## src/rtl/pidbc_pkg.sv

```systemverilog
// pidbc_pkg: widths, register indexes, mode codes and limits of the pid balance controller
// no dependencies; imported by pid_balance_controller

package pidbc_pkg;

   localparam int SampleWidth  = 16;
   localparam int GainWidth    = 16;
   localparam int ModeWidth    = 2;
   localparam int ErrWidth     = 17;
   localparam int DiffWidth    = 18;
   localparam int ProdWidth    = 33;
   localparam int DiffProdWidth = 34;
   localparam int IntegWidth   = 34;
   localparam int StoreWidth   = 24;
   localparam int TermWidth    = 32;
   localparam int SumWidth     = 35;
   localparam int ReqDataWidth = 48;
   localparam int CsrAddrWidth = 2;
   localparam int CsrDataWidth = 16;

   localparam logic [CsrAddrWidth-1:0] CSR_GAIN_P    = 2'd0;
   localparam logic [CsrAddrWidth-1:0] CSR_GAIN_I    = 2'd1;
   localparam logic [CsrAddrWidth-1:0] CSR_GAIN_D    = 2'd2;
   localparam logic [CsrAddrWidth-1:0] CSR_LOOP_MODE = 2'd3;

   localparam logic [ModeWidth-1:0] MODE_HOLD  = 2'd0;
   localparam logic [ModeWidth-1:0] MODE_GYRO  = 2'd1;
   localparam logic [ModeWidth-1:0] MODE_DIFF  = 2'd2;

   localparam logic signed [IntegWidth-1:0] INT_THRESH_POS = 34'sd204800;
   localparam logic signed [IntegWidth-1:0] INT_THRESH_NEG = -34'sd204800;
   localparam logic signed [IntegWidth-1:0] INT_LIMIT_POS  = 34'sd4096000;
   localparam logic signed [IntegWidth-1:0] INT_LIMIT_NEG  = -34'sd4096000;

   localparam logic signed [TermWidth-1:0] TERM_MAX = 32'sh7fff_ffff;
   localparam logic signed [TermWidth-1:0] TERM_MIN = 32'sh8000_0000;

endpackage

```

## src/rtl/pid_balance_controller.sv

```systemverilog
// pid_balance_controller: fixed-point pid loop with integral clamp, one sample per transfer
// depends on pidbc_pkg
//
// usage:
//   req channel carries one sample per transfer: setpoint, measured and gyro_rate,
//   all signed Q11.4. rsp channel returns one drive word (signed Q19.12,
//   saturated) per sample, in order.
//   csr port writes gain_p, gain_i, gain_d (signed Q7.8) and loop_mode at
//   indexes 0 to 3; the user must write them only while the block is idle,
//   which the block itself does not enforce.
//   datapath: a sample enters the input register, the pid terms are formed in one
//   pass of logic (two 17x16, one 16x16 and one 18x16 multiply, integral add and
//   clamp, final sum and saturation) and the drive lands in the output register.
//   throughput: one sample per cycle while the receiver does not stall, set by
//   the single-pass datapath; the integral, previous error and derivative
//   registers update with each result.
//   when the receiver stalls, the output register holds its word and the input
//   register still takes one more sample; req_tready drops only when both are full.
//   reset: gains clear to zero, loop_mode goes to 2, integral, previous error
//   and stored derivative clear to zero and both channels empty.

module pid_balance_controller
   import pidbc_pkg::*;
(
   input  logic                     clock,
   input  logic                     reset,
   input  logic                     req_tvalid,
   output logic                     req_tready,
   input  logic [ReqDataWidth-1:0]  req_tdata,   // setpoint, measured, gyro_rate
   output logic                     rsp_tvalid,
   input  logic                     rsp_tready,
   output logic [TermWidth-1:0]     rsp_tdata,   // drive
   input  logic                     csr_we,
   input  logic [CsrAddrWidth-1:0]  csr_addr,
   input  logic [CsrDataWidth-1:0]  csr_wdata
);

   function automatic logic signed [TermWidth-1:0] sat_34(input logic signed [33:0] v);
      logic signed [TermWidth-1:0] r;
      if (v > 34'sh0_7fff_ffff) r = TERM_MAX;
      else if (v < -34'sh0_8000_0000) r = TERM_MIN;
      else r = v[TermWidth-1:0];
      return r;
   endfunction

   function automatic logic signed [TermWidth-1:0] sat_35(input logic signed [SumWidth-1:0] v);
      logic signed [TermWidth-1:0] r;
      if (v > 35'sh0_7fff_ffff) r = TERM_MAX;
      else if (v < -35'sh0_8000_0000) r = TERM_MIN;
      else r = v[TermWidth-1:0];
      return r;
   endfunction

   // configuration
   logic signed [GainWidth-1:0] gain_p_ff, gain_i_ff, gain_d_ff;
   logic [ModeWidth-1:0]        loop_mode_ff;

   always_ff @(posedge clock) begin
      if (reset) begin
         gain_p_ff    <= '0;
         gain_i_ff    <= '0;
         gain_d_ff    <= '0;
         loop_mode_ff <= MODE_DIFF;
      end else if (csr_we) begin
         case (csr_addr)
            CSR_GAIN_P:    gain_p_ff    <= csr_wdata;
            CSR_GAIN_I:    gain_i_ff    <= csr_wdata;
            CSR_GAIN_D:    gain_d_ff    <= csr_wdata;
            CSR_LOOP_MODE: loop_mode_ff <= csr_wdata[ModeWidth-1:0];
            default:       ;
         endcase
      end
   end

   // input register
   logic                          in_valid_ff;
   logic signed [SampleWidth-1:0] setpoint_ff, measured_ff, gyro_ff;
   logic                          out_valid_ff;
   logic [TermWidth-1:0]          drive_ff;
   logic                          advance;

   assign advance    = in_valid_ff && (!out_valid_ff || rsp_tready);
   assign req_tready = !in_valid_ff || advance;

   always_ff @(posedge clock) begin
      if (reset) begin
         in_valid_ff <= 1'b0;
      end else if (req_tready) begin
         in_valid_ff <= req_tvalid;
      end
   end

   always_ff @(posedge clock) begin
      if (req_tvalid && req_tready) begin
         setpoint_ff <= req_tdata[15:0];
         measured_ff <= req_tdata[31:16];
         gyro_ff     <= req_tdata[47:32];
      end
   end

   // loop state
   logic signed [StoreWidth-1:0] integral_ff, integral_in;
   logic signed [ErrWidth-1:0]   prev_err_ff;
   logic signed [TermWidth-1:0]  deriv_ff, deriv_in;

   // datapath
   logic signed [ErrWidth-1:0]      err;
   logic signed [DiffWidth-1:0]     err_diff;
   logic signed [ProdWidth-1:0]     p_term, i_prod;
   logic signed [TermWidth-1:0]     gyro_prod;
   logic signed [DiffProdWidth-1:0] diff_prod;
   logic signed [IntegWidth-1:0]    integ_raw, integ_chk, integ_clamped;
   logic                            sign_flip, outside;
   logic signed [SumWidth-1:0]      total;
   logic signed [TermWidth-1:0]     drive_in;

   always_comb begin
      err       = ErrWidth'(setpoint_ff) - ErrWidth'(measured_ff);
      err_diff  = DiffWidth'(err) - DiffWidth'(prev_err_ff);
      p_term    = ProdWidth'(err) * ProdWidth'(gain_p_ff);
      i_prod    = ProdWidth'(err) * ProdWidth'(gain_i_ff);
      gyro_prod = TermWidth'(gyro_ff) * TermWidth'(gain_d_ff);
      diff_prod = DiffProdWidth'(err_diff) * DiffProdWidth'(gain_d_ff);
      integ_raw = IntegWidth'(integral_ff) + IntegWidth'(i_prod);

      case (loop_mode_ff)
         MODE_GYRO: deriv_in = gyro_prod;
         MODE_DIFF: deriv_in = sat_34(diff_prod);
         default:   deriv_in = deriv_ff;
      endcase

      outside   = (integ_raw > INT_THRESH_POS) || (integ_raw < INT_THRESH_NEG);
      sign_flip = (prev_err_ff < 0 && err > 0) || (prev_err_ff > 0 && err < 0);
      if (loop_mode_ff == MODE_DIFF && outside && sign_flip) integ_chk = '0;
      else integ_chk = integ_raw;

      if (integ_chk > INT_LIMIT_POS) integ_clamped = INT_LIMIT_POS;
      else if (integ_chk < INT_LIMIT_NEG) integ_clamped = INT_LIMIT_NEG;
      else integ_clamped = integ_chk;
      integral_in = integ_clamped[StoreWidth-1:0];

      total    = SumWidth'(p_term) + SumWidth'(integral_in) + SumWidth'(deriv_in);
      drive_in = sat_35(total);
   end

   always_ff @(posedge clock) begin
      if (reset) begin
         integral_ff <= '0;
         prev_err_ff <= '0;
         deriv_ff    <= '0;
      end else if (advance) begin
         integral_ff <= integral_in;
         prev_err_ff <= err;
         deriv_ff    <= deriv_in;
      end
   end

   // output register
   always_ff @(posedge clock) begin
      if (reset) begin
         out_valid_ff <= 1'b0;
      end else if (advance) begin
         out_valid_ff <= 1'b1;
      end else if (rsp_tready) begin
         out_valid_ff <= 1'b0;
      end
   end

   always_ff @(posedge clock) begin
      if (advance) begin
         drive_ff <= drive_in;
      end
   end

   assign rsp_tvalid = out_valid_ff;
   assign rsp_tdata  = drive_ff;

   // checks
   a_integral_bounded: assert property (@(posedge clock) disable iff (reset)
      (IntegWidth'(integral_ff) <= INT_LIMIT_POS) && (IntegWidth'(integral_ff) >= INT_LIMIT_NEG))
      else $error("integral outside clamp range");

   a_state_held: assert property (@(posedge clock) disable iff (reset)
      !advance |=> $stable(integral_ff) && $stable(prev_err_ff) && $stable(deriv_ff))
      else $error("loop state changed without a transfer");

   a_prev_err_tracks: assert property (@(posedge clock) disable iff (reset)
      advance |=> prev_err_ff == $past(err))
      else $error("previous error not taken from last sample");

   a_full_when_blocked: assert property (@(posedge clock) disable iff (reset)
      !req_tready |-> in_valid_ff && out_valid_ff)
      else $error("input blocked while a stage is free");

endmodule

```

## config.mk

```make
export PLATFORM = sky130hd
export DESIGN_NAME = pid_balance_controller
export DESIGN_NICKNAME = d
export VERILOG_FILES = /design/src/rtl/pidbc_pkg.sv /design/src/rtl/pid_balance_controller.sv
export SDC_FILE = /design/constraint.sdc
export NUM_CORES = 2
export LEC_CHECK = 0
export BUFFER_PORTS_ARGS = -buffer_cell sky130_fd_sc_hd__buf_2
export CORE_ASPECT_RATIO = 0.5
export CORE_MARGIN = 2
export CORE_UTILIZATION = 45
export CTS_BUF_LIST = sky130_fd_sc_hd__clkbuf_4 sky130_fd_sc_hd__clkbuf_8 sky130_fd_sc_hd__clkbuf_16
export DETAILED_ROUTE_END_ITERATION = 16
export HOLD_SLACK_MARGIN = 0.05
export PLACE_DENSITY = 0.69
export REMOVE_ABC_BUFFERS = 1
export SKIP_LAST_GASP = 1
export SLEW_MARGIN = 20
export SYNTH_ARGS = -nofsm -noshare
export SYNTH_HDL_FRONTEND = slang
export SYNTH_SLANG_ARGS = --single-unit
export TNS_END_PERCENT = 50
```

## constraint.sdc

```tcl
create_clock -name clock -period 18.2 [get_ports clock]
set_input_delay 2.73 -clock clock [delete_from_list [all_inputs] [get_ports clock]]
set_output_delay 2.73 -clock clock [all_outputs]
set_load 0.01 [all_outputs]
```

### Word-level counts from Yosys, hierarchy flattened

Cells that the tools add are included.

* input port bits: 71
* word-level logic and storage cells: 66
* register bits after elaboration: 205

* muxes and demuxes: 9
* eq/ne operators: 5
* $lt $le $gt $ge: 12
* $add $sub $neg: 5
* reduce and logical (&&, ||, !) cells: 18
* multiply operators: 4

Operators with widths (count)
* 2-to-1 mux 32 bit: 3
* multiplier 17 x 16 -> 33 bit: 2
* case mux 32 bit (2 select lines): 1
* 2-to-1 mux 24 bit: 2
* adder 34 x 32 -> 35 bit: 1
* > comparator 35 x 32 -> 1 bit (second input constant): 1
* < comparator 35 x 32 -> 1 bit (second input constant): 1
* adder 24 x 33 -> 34 bit: 1
* adder 33 x 24 -> 34 bit: 1
* > comparator 17 x 1 -> 1 bit (second input constant): 2
* > comparator 34 x 19 -> 1 bit (second input constant): 1
* > comparator 34 x 23 -> 1 bit (second input constant): 1
* > comparator 34 x 32 -> 1 bit (second input constant): 1
* < comparator 17 x 1 -> 1 bit (second input constant): 2
* < comparator 34 x 19 -> 1 bit (second input constant): 1
* < comparator 34 x 23 -> 1 bit (second input constant): 1
* < comparator 34 x 32 -> 1 bit (second input constant): 1
* multiplier 18 x 16 -> 34 bit: 1
* 2-to-1 mux 34 bit: 1
* multiplier 16 x 16 -> 32 bit: 1
* subtractor 17 x 17 -> 18 bit: 1
* subtractor 16 x 16 -> 17 bit: 1
* AND reduction 2 bit: 4
* == test 2 bit (second input constant): 3
* other kinds (7): 18

### Longest topological paths before layout

* depth in word-level cells: 15
* mapped depth: 73
* depth with buffers taken out: 68

### Least setup slack after synthesis

No wires, ideal clock.

* path kind: register to register
* start point: register measured_ff[0]
* end point: register drive_ff[1], in the netlist rsp_tdata[1], data pin
* data arrival time: 16396 ps
* stages on the path, launching flop included: 64
* setup slack: 1534 ps
* setup time: 270 ps
* period minus slack after synthesis: 16666 ps
* cell sequence: edfxtp_1 ha_1 fa_1 and2b_1 o31a_2 a2bb2oi_2 a31oi_1 xnor2_1 clkbuf_1 ha_1 or3_1 o21ai_0 a211oi_1 o31ai_1 a22o_1 clkbuf_1 nand2_1 fa_1 (+28 left out) inv_1 fa_1 fa_1 inv_1 ha_1 or2_2 a21o_1 o41ai_1 nor3_1 o41ai_1 o31ai_1 a41o_1 a31o_2 a21oi_1 xor2_1 a31o_2 clkbuf_1 a21oi_1

* elaborated cells between the ends (all ways): 31
* those cells by class: 5 x add/sub; 3 x mul; 10 x order compare; 7 x mux; 6 x reduce/logical

RTL lines
* from (decl): RTL line pid_balance_controller.sv:77 `logic signed [SampleWidth-1:0] setpoint_ff, measured_ff, gyro_ff;`
* from (signal assigned): RTL line pid_balance_controller.sv:96 `measured_ff <= req_tdata[31:16];`
* subtractor 16 x 16 -> 17 bit *: RTL line pid_balance_controller.sv:118 `err = ErrWidth'(setpoint_ff) - ErrWidth'(measured_ff);`
* via err[10]: RTL line pid_balance_controller.sv:107 `logic signed [ErrWidth-1:0] err;`
* subtractor 17 x 17 -> 18 bit *: RTL line pid_balance_controller.sv:119 `err_diff = DiffWidth'(err) - DiffWidth'(prev_err_ff);`
* multiplier 18 x 16 -> 34 bit *: RTL line pid_balance_controller.sv:123 `diff_prod = DiffProdWidth'(err_diff) * DiffProdWidth'(gain_d_ff);`
* < comparator 34 x 32 -> 1 bit: RTL line pid_balance_controller.sv:41 `else if (v < -34'sh0_8000_0000) r = TERM_MIN;`
* 2-to-1 mux 32 bit: RTL line pid_balance_controller.sv:41
* 2-to-1 mux 32 bit *: RTL line pid_balance_controller.sv:40 `if (v > 34'sh0_7fff_ffff) r = TERM_MAX;`
* case mux 32 bit (2 select lines) *: RTL line pid_balance_controller.sv:126 `case (loop_mode_ff)`
* via deriv_in[8]: RTL line pid_balance_controller.sv:104 `logic signed [TermWidth-1:0] deriv_ff, deriv_in;`
* adder 34 x 32 -> 35 bit *: RTL line pid_balance_controller.sv:142 `total = SumWidth'(p_term) + SumWidth'(integral_in) + SumWidth'(deriv_in);`
* < comparator 35 x 32 -> 1 bit: RTL line pid_balance_controller.sv:49 `else if (v < -35'sh0_8000_0000) r = TERM_MIN;`
* 2-to-1 mux 32 bit: RTL line pid_balance_controller.sv:49
* to (signal assigned): RTL line pid_balance_controller.sv:171 `drive_ff <= drive_in;`
* to (decl): RTL line pid_balance_controller.sv:79 `logic [TermWidth-1:0] drive_ff;`

Mark *: on every way through the listed nets, which the timed path passes. The rest lies on a longest branch.
A chain may end at the register's enable or synchronous reset.

### Worst setup path after layout

* start point: register measured_ff[0]
* end point: register drive_ff[4], in the netlist rsp_tdata[4], data pin

* elaborated cells between the ends (all ways): 31
* those cells by class: 5 x add/sub; 3 x mul; 10 x order compare; 7 x mux; 6 x reduce/logical

RTL lines (RTL line)
* subtractor 16 x 16 -> 17 bit *: pid_balance_controller.sv:118
* subtractor 17 x 17 -> 18 bit *: pid_balance_controller.sv:119
* multiplier 18 x 16 -> 34 bit *: pid_balance_controller.sv:123
* < comparator 34 x 32 -> 1 bit: pid_balance_controller.sv:41
* 2-to-1 mux 32 bit: pid_balance_controller.sv:41
* 2-to-1 mux 32 bit *: pid_balance_controller.sv:40
* case mux 32 bit (2 select lines) *: pid_balance_controller.sv:126
* via deriv_in[10]: pid_balance_controller.sv:104
* adder 34 x 32 -> 35 bit *: pid_balance_controller.sv:142
* < comparator 35 x 32 -> 1 bit: pid_balance_controller.sv:49
* 2-to-1 mux 32 bit: pid_balance_controller.sv:49

Marks and branches as above.

==> flow_summary.ini <==
[outcome]
status = finished clean

[timing]
hold_viol_final = 0
slew_headroom = 0.245
worstMarginPinSlew_ns = 1.13
slew_viol_final = 0
fmax_mhz = 57.8
setup_viol = 0
layout_min_cycle_time_ns = 17.29
final.setup_skew_ns = 0.0204
rsz0062_at_grt = no
fin_crit_sh = 0.950

[synth]
yosys.area_share.simple = 0.155
synth-seq-cells = 205
synth_ff_type = dfxtp_1
synth_top_area_share = 0.434
syn-instance-count = 6218
synth_area_um2 = 55500
yosys-top-cells-area = fa_1, inv_1, ha_1
synth_cell_type_count = 95
yosysTopAreaCell = fa_1
synth_top_family_by_area = adder cells
synthAdderAreaFrac = 0.524
postSynthAreaPerCell_um2 = 8.92
synth_xor_xnor_area_share = 0.0241
ys_warn_count = 0
synth_seq_area_share = 0.0884
synth_compound_area_frac = 0.0856
synth_mux_area_frac = 0.00113
ys_async_sr_fraction = 0
synth_enable_flop_cells = 80

[clock_tree]
cts_made_buffers = 26
clockRootBuffer = clkbuf_16
cts.sinks = 205
clkSlewWorstSetupHoldPaths_ns = 0.07
clk_latency_ns = 0.59
post_cts_buffers = 0
htree_levels = 1
clockBufferDepth = 3
postCtsHoldBufs = 0
cts_tree = built

[final_layout]
area_growth_pct = 5.86
fillers = 11566
drive_gt1_frac = 0.0518
design_area_um2 = 58700
fin_nets = 7825
regArea_um2 = 4900
multi_input_area_um2 = 44100
diodes = 0

[power]
pwr-share-seq = 0.093
p_leak_nw = 27.9
sw_frac_of_total = 0.554
p_per_area_nw_per_um2 = 155
p_comb_frac = 0.849
peakVddDrop_mv = 0.509
switchingPower_w = 0.00506
clkPwrFrac = 0.059
p_int_w = 0.00408
total_power_w = 0.00913

[setup_path]
crit_fanout = 31
cpMaxStageDelayCell = fa_1
cp.required_ns = 18.52
endpoint_kind = flip-flop
crit_path_start_kind = flip-flop
cp_common_cell = fa_1
reg2regPathDepth = 59
crit_type = flip-flop to flip-flop
reg2reg_from = measured_ff[0]
cp_data_arrival_time_ns = 17.61
critPathLaunch = measured_ff[0]
cpPeakStageDelay_ns = 0.63

[detailed_routing]
viasPerCell = 5.32
wl_per_cell_um = 18.9
ant_nets = 0
drc = 0
firstDrtPassIters = 5
num_vias = 41491
drt_iter0_drc = 3133
drt-total-wl_mm = 147

[placed_design]
place.detailed.hpwl_mm = 115
gp_congestion = 0.961
placed_area_um2 = 57800
port_buffers = 104

[global_route]
grt_pass1_wl_mm = 236
antenna_found_initial = 1
grt_usage = 0.237
grt_max_degree = 94
grt_pass1_vias = 42842
overflow = 0

[floorplanning]
core_area_um2 = 123000
die_x_um = 501
row_count = 91
start_util = 0.452
die_area_um2 = 126000
die_h_um = 252
ios = 105

[hold_path]
hp-class = flip-flop to flip-flop
holdCritStartpoint = integral_ff[22]
hold_depth = 2

[flow_run]
maxCapViolCount = 0
[routing by layer]
layer,vias up,share of wire,track usage
met5,-,0.000048,0.00114
met4,2,0.037,0.0780
met3,293,0.081,0.0411
met2,1492,0.47,0.391
met1,21065,0.41,0.317
li1,18639,-,-
[worst paths after layout]
check / to / slack (ns)
setup reg to reg: rsp_tdata[4] / 0.91
hold reg to reg: integral_ff[22] / 0.47
hold / removal: integral_ff[22] / 0.47
setup / recovery: rsp_tdata[4] / 0.91
[cell type report]
class	count	area share
well taps	1627	0.0347
repair buffers	195	0.0206
flip-flops and latches	205	0.0835
inverters	1512	0.0966
clock buffers	33	0.0124
clock inverters	15	0.00204
multi-input cells	4212	0.750
[worst max-delay path: cells and delay by family (launching register included)]
family                   cells  cell delay [ns]
AO/OA/AOI/OAI               21             5.96
buffers and inverters       11             1.21
flip-flops                   1             0.38
adder cells (fa/ha/maj)     16             6.86
XOR/XNOR                     4             0.93
AND/OR/NAND/NOR              7             1.66
[cells in the final DEF (no fill, tap or decap), types with 28 or more instances in the layout]
cell,Yosys,final
inv_1,1508,1507
nor2b_1,87,87
nor2_1,164,159
xnor2_1,106,100
o21a_1,28,28
a21oi_1,226,220
xor2_1,45,42
a21o_1,59,59
dfxtp_1,125,125
edfxtp_1,80,80
nand2b_1,46,45
ha_1,400,400
nand2_1,789,789
o21ai_0,76,76
and2_1,418,417
o21bai_1,29,29
nand3_1,63,62
fa_1,1202,1202
nor3_1,36,34
a211oi_1,32,32
buf_2,4,103
buf_4,1,91
nand4_1,28,28
[Yosys cell counts, types with 16 or more instances]
cell          n
inv_1      1508
fa_1       1202
nand2_1     789
and2_1      418
ha_1        400
clkbuf_1    267
a21oi_1     226
nor2_1      164
dfxtp_1     125
xnor2_1     106
nor2b_1      87
edfxtp_1     80
o21ai_0      76
nand3_1      63
a21o_1       59
nand2b_1     46
xor2_1       45
nor3_1       36
a211oi_1     32
o21bai_1     29
nand4_1      28
o21a_1       28
a2bb2oi_1    23
a31oi_1      23
o211ai_1     22
o31ai_1      22
and3_1       20
nand3b_1     19
a311oi_1     18
buf_1        16
o22ai_1      16
or2_2        16
or3_1        16
[metrics by stage]
stage	setup slack [ns]	util	TNS, ns	instances	hold slack [ns]
2_1_floorplan	-0.223	-	-6.90	5929	0.432
3_3_place_gp	0.605	0.471	0	7751	0.443
3_5_place_dp	0.246	0.471	0	7751	0.459
4_1_cts	0.241	0.478	0	7799	0.468
5_1_grt	0.0411	0.479	0	7799	0.475
6_report	0.912	0.479	0	7799	0.466
[registers in the layout (all words and copies together) (netlist names), 16 cells and up]
register / count
integral_ff: 24
gyro_ff: 16
gain_i_ff: 16
deriv_ff: 32
gain_d_ff: 16
gain_p_ff: 16
setpoint_ff: 16
measured_ff: 16
prev_err_ff: 17
rsp_tdata: 32
[cells by family (layout without fill, tap and decap cells)]
kind of cell / count (synthesis) / count (layout)
buffers and inverters: 1801 / 1755
and+or+nand+nor: 1754 / 1754
adders and majority gates: 1602 / 1602
AOI/OAI and AO/OA: 698 / 698
DFF: 205 / 205
xor gates and xnor gates: 152 / 152
muxes: 6 / 6
[power by group through the flow]
stage                     Sequential [W]  Combinational (W)  Clock, W
after floorplan                 0.000868            0.00557         0
after global placement          0.000857            0.00752         0
after detailed placement        0.000857            0.00763         0
after CTS                       0.000848            0.00769  0.000542
after global routing            0.000856            0.00875  0.000555
final                           0.000849            0.00775  0.000534
[timing repair]
| action | 4_1_cts | 5_1_grt |
|---|---|---|
| hold endpoints to repair | 0 | 0 |
| resized for setup | 0 | 14 |
| setup endpoints to repair | 0 | 32 |
Power figures use the tool's default switching activity.
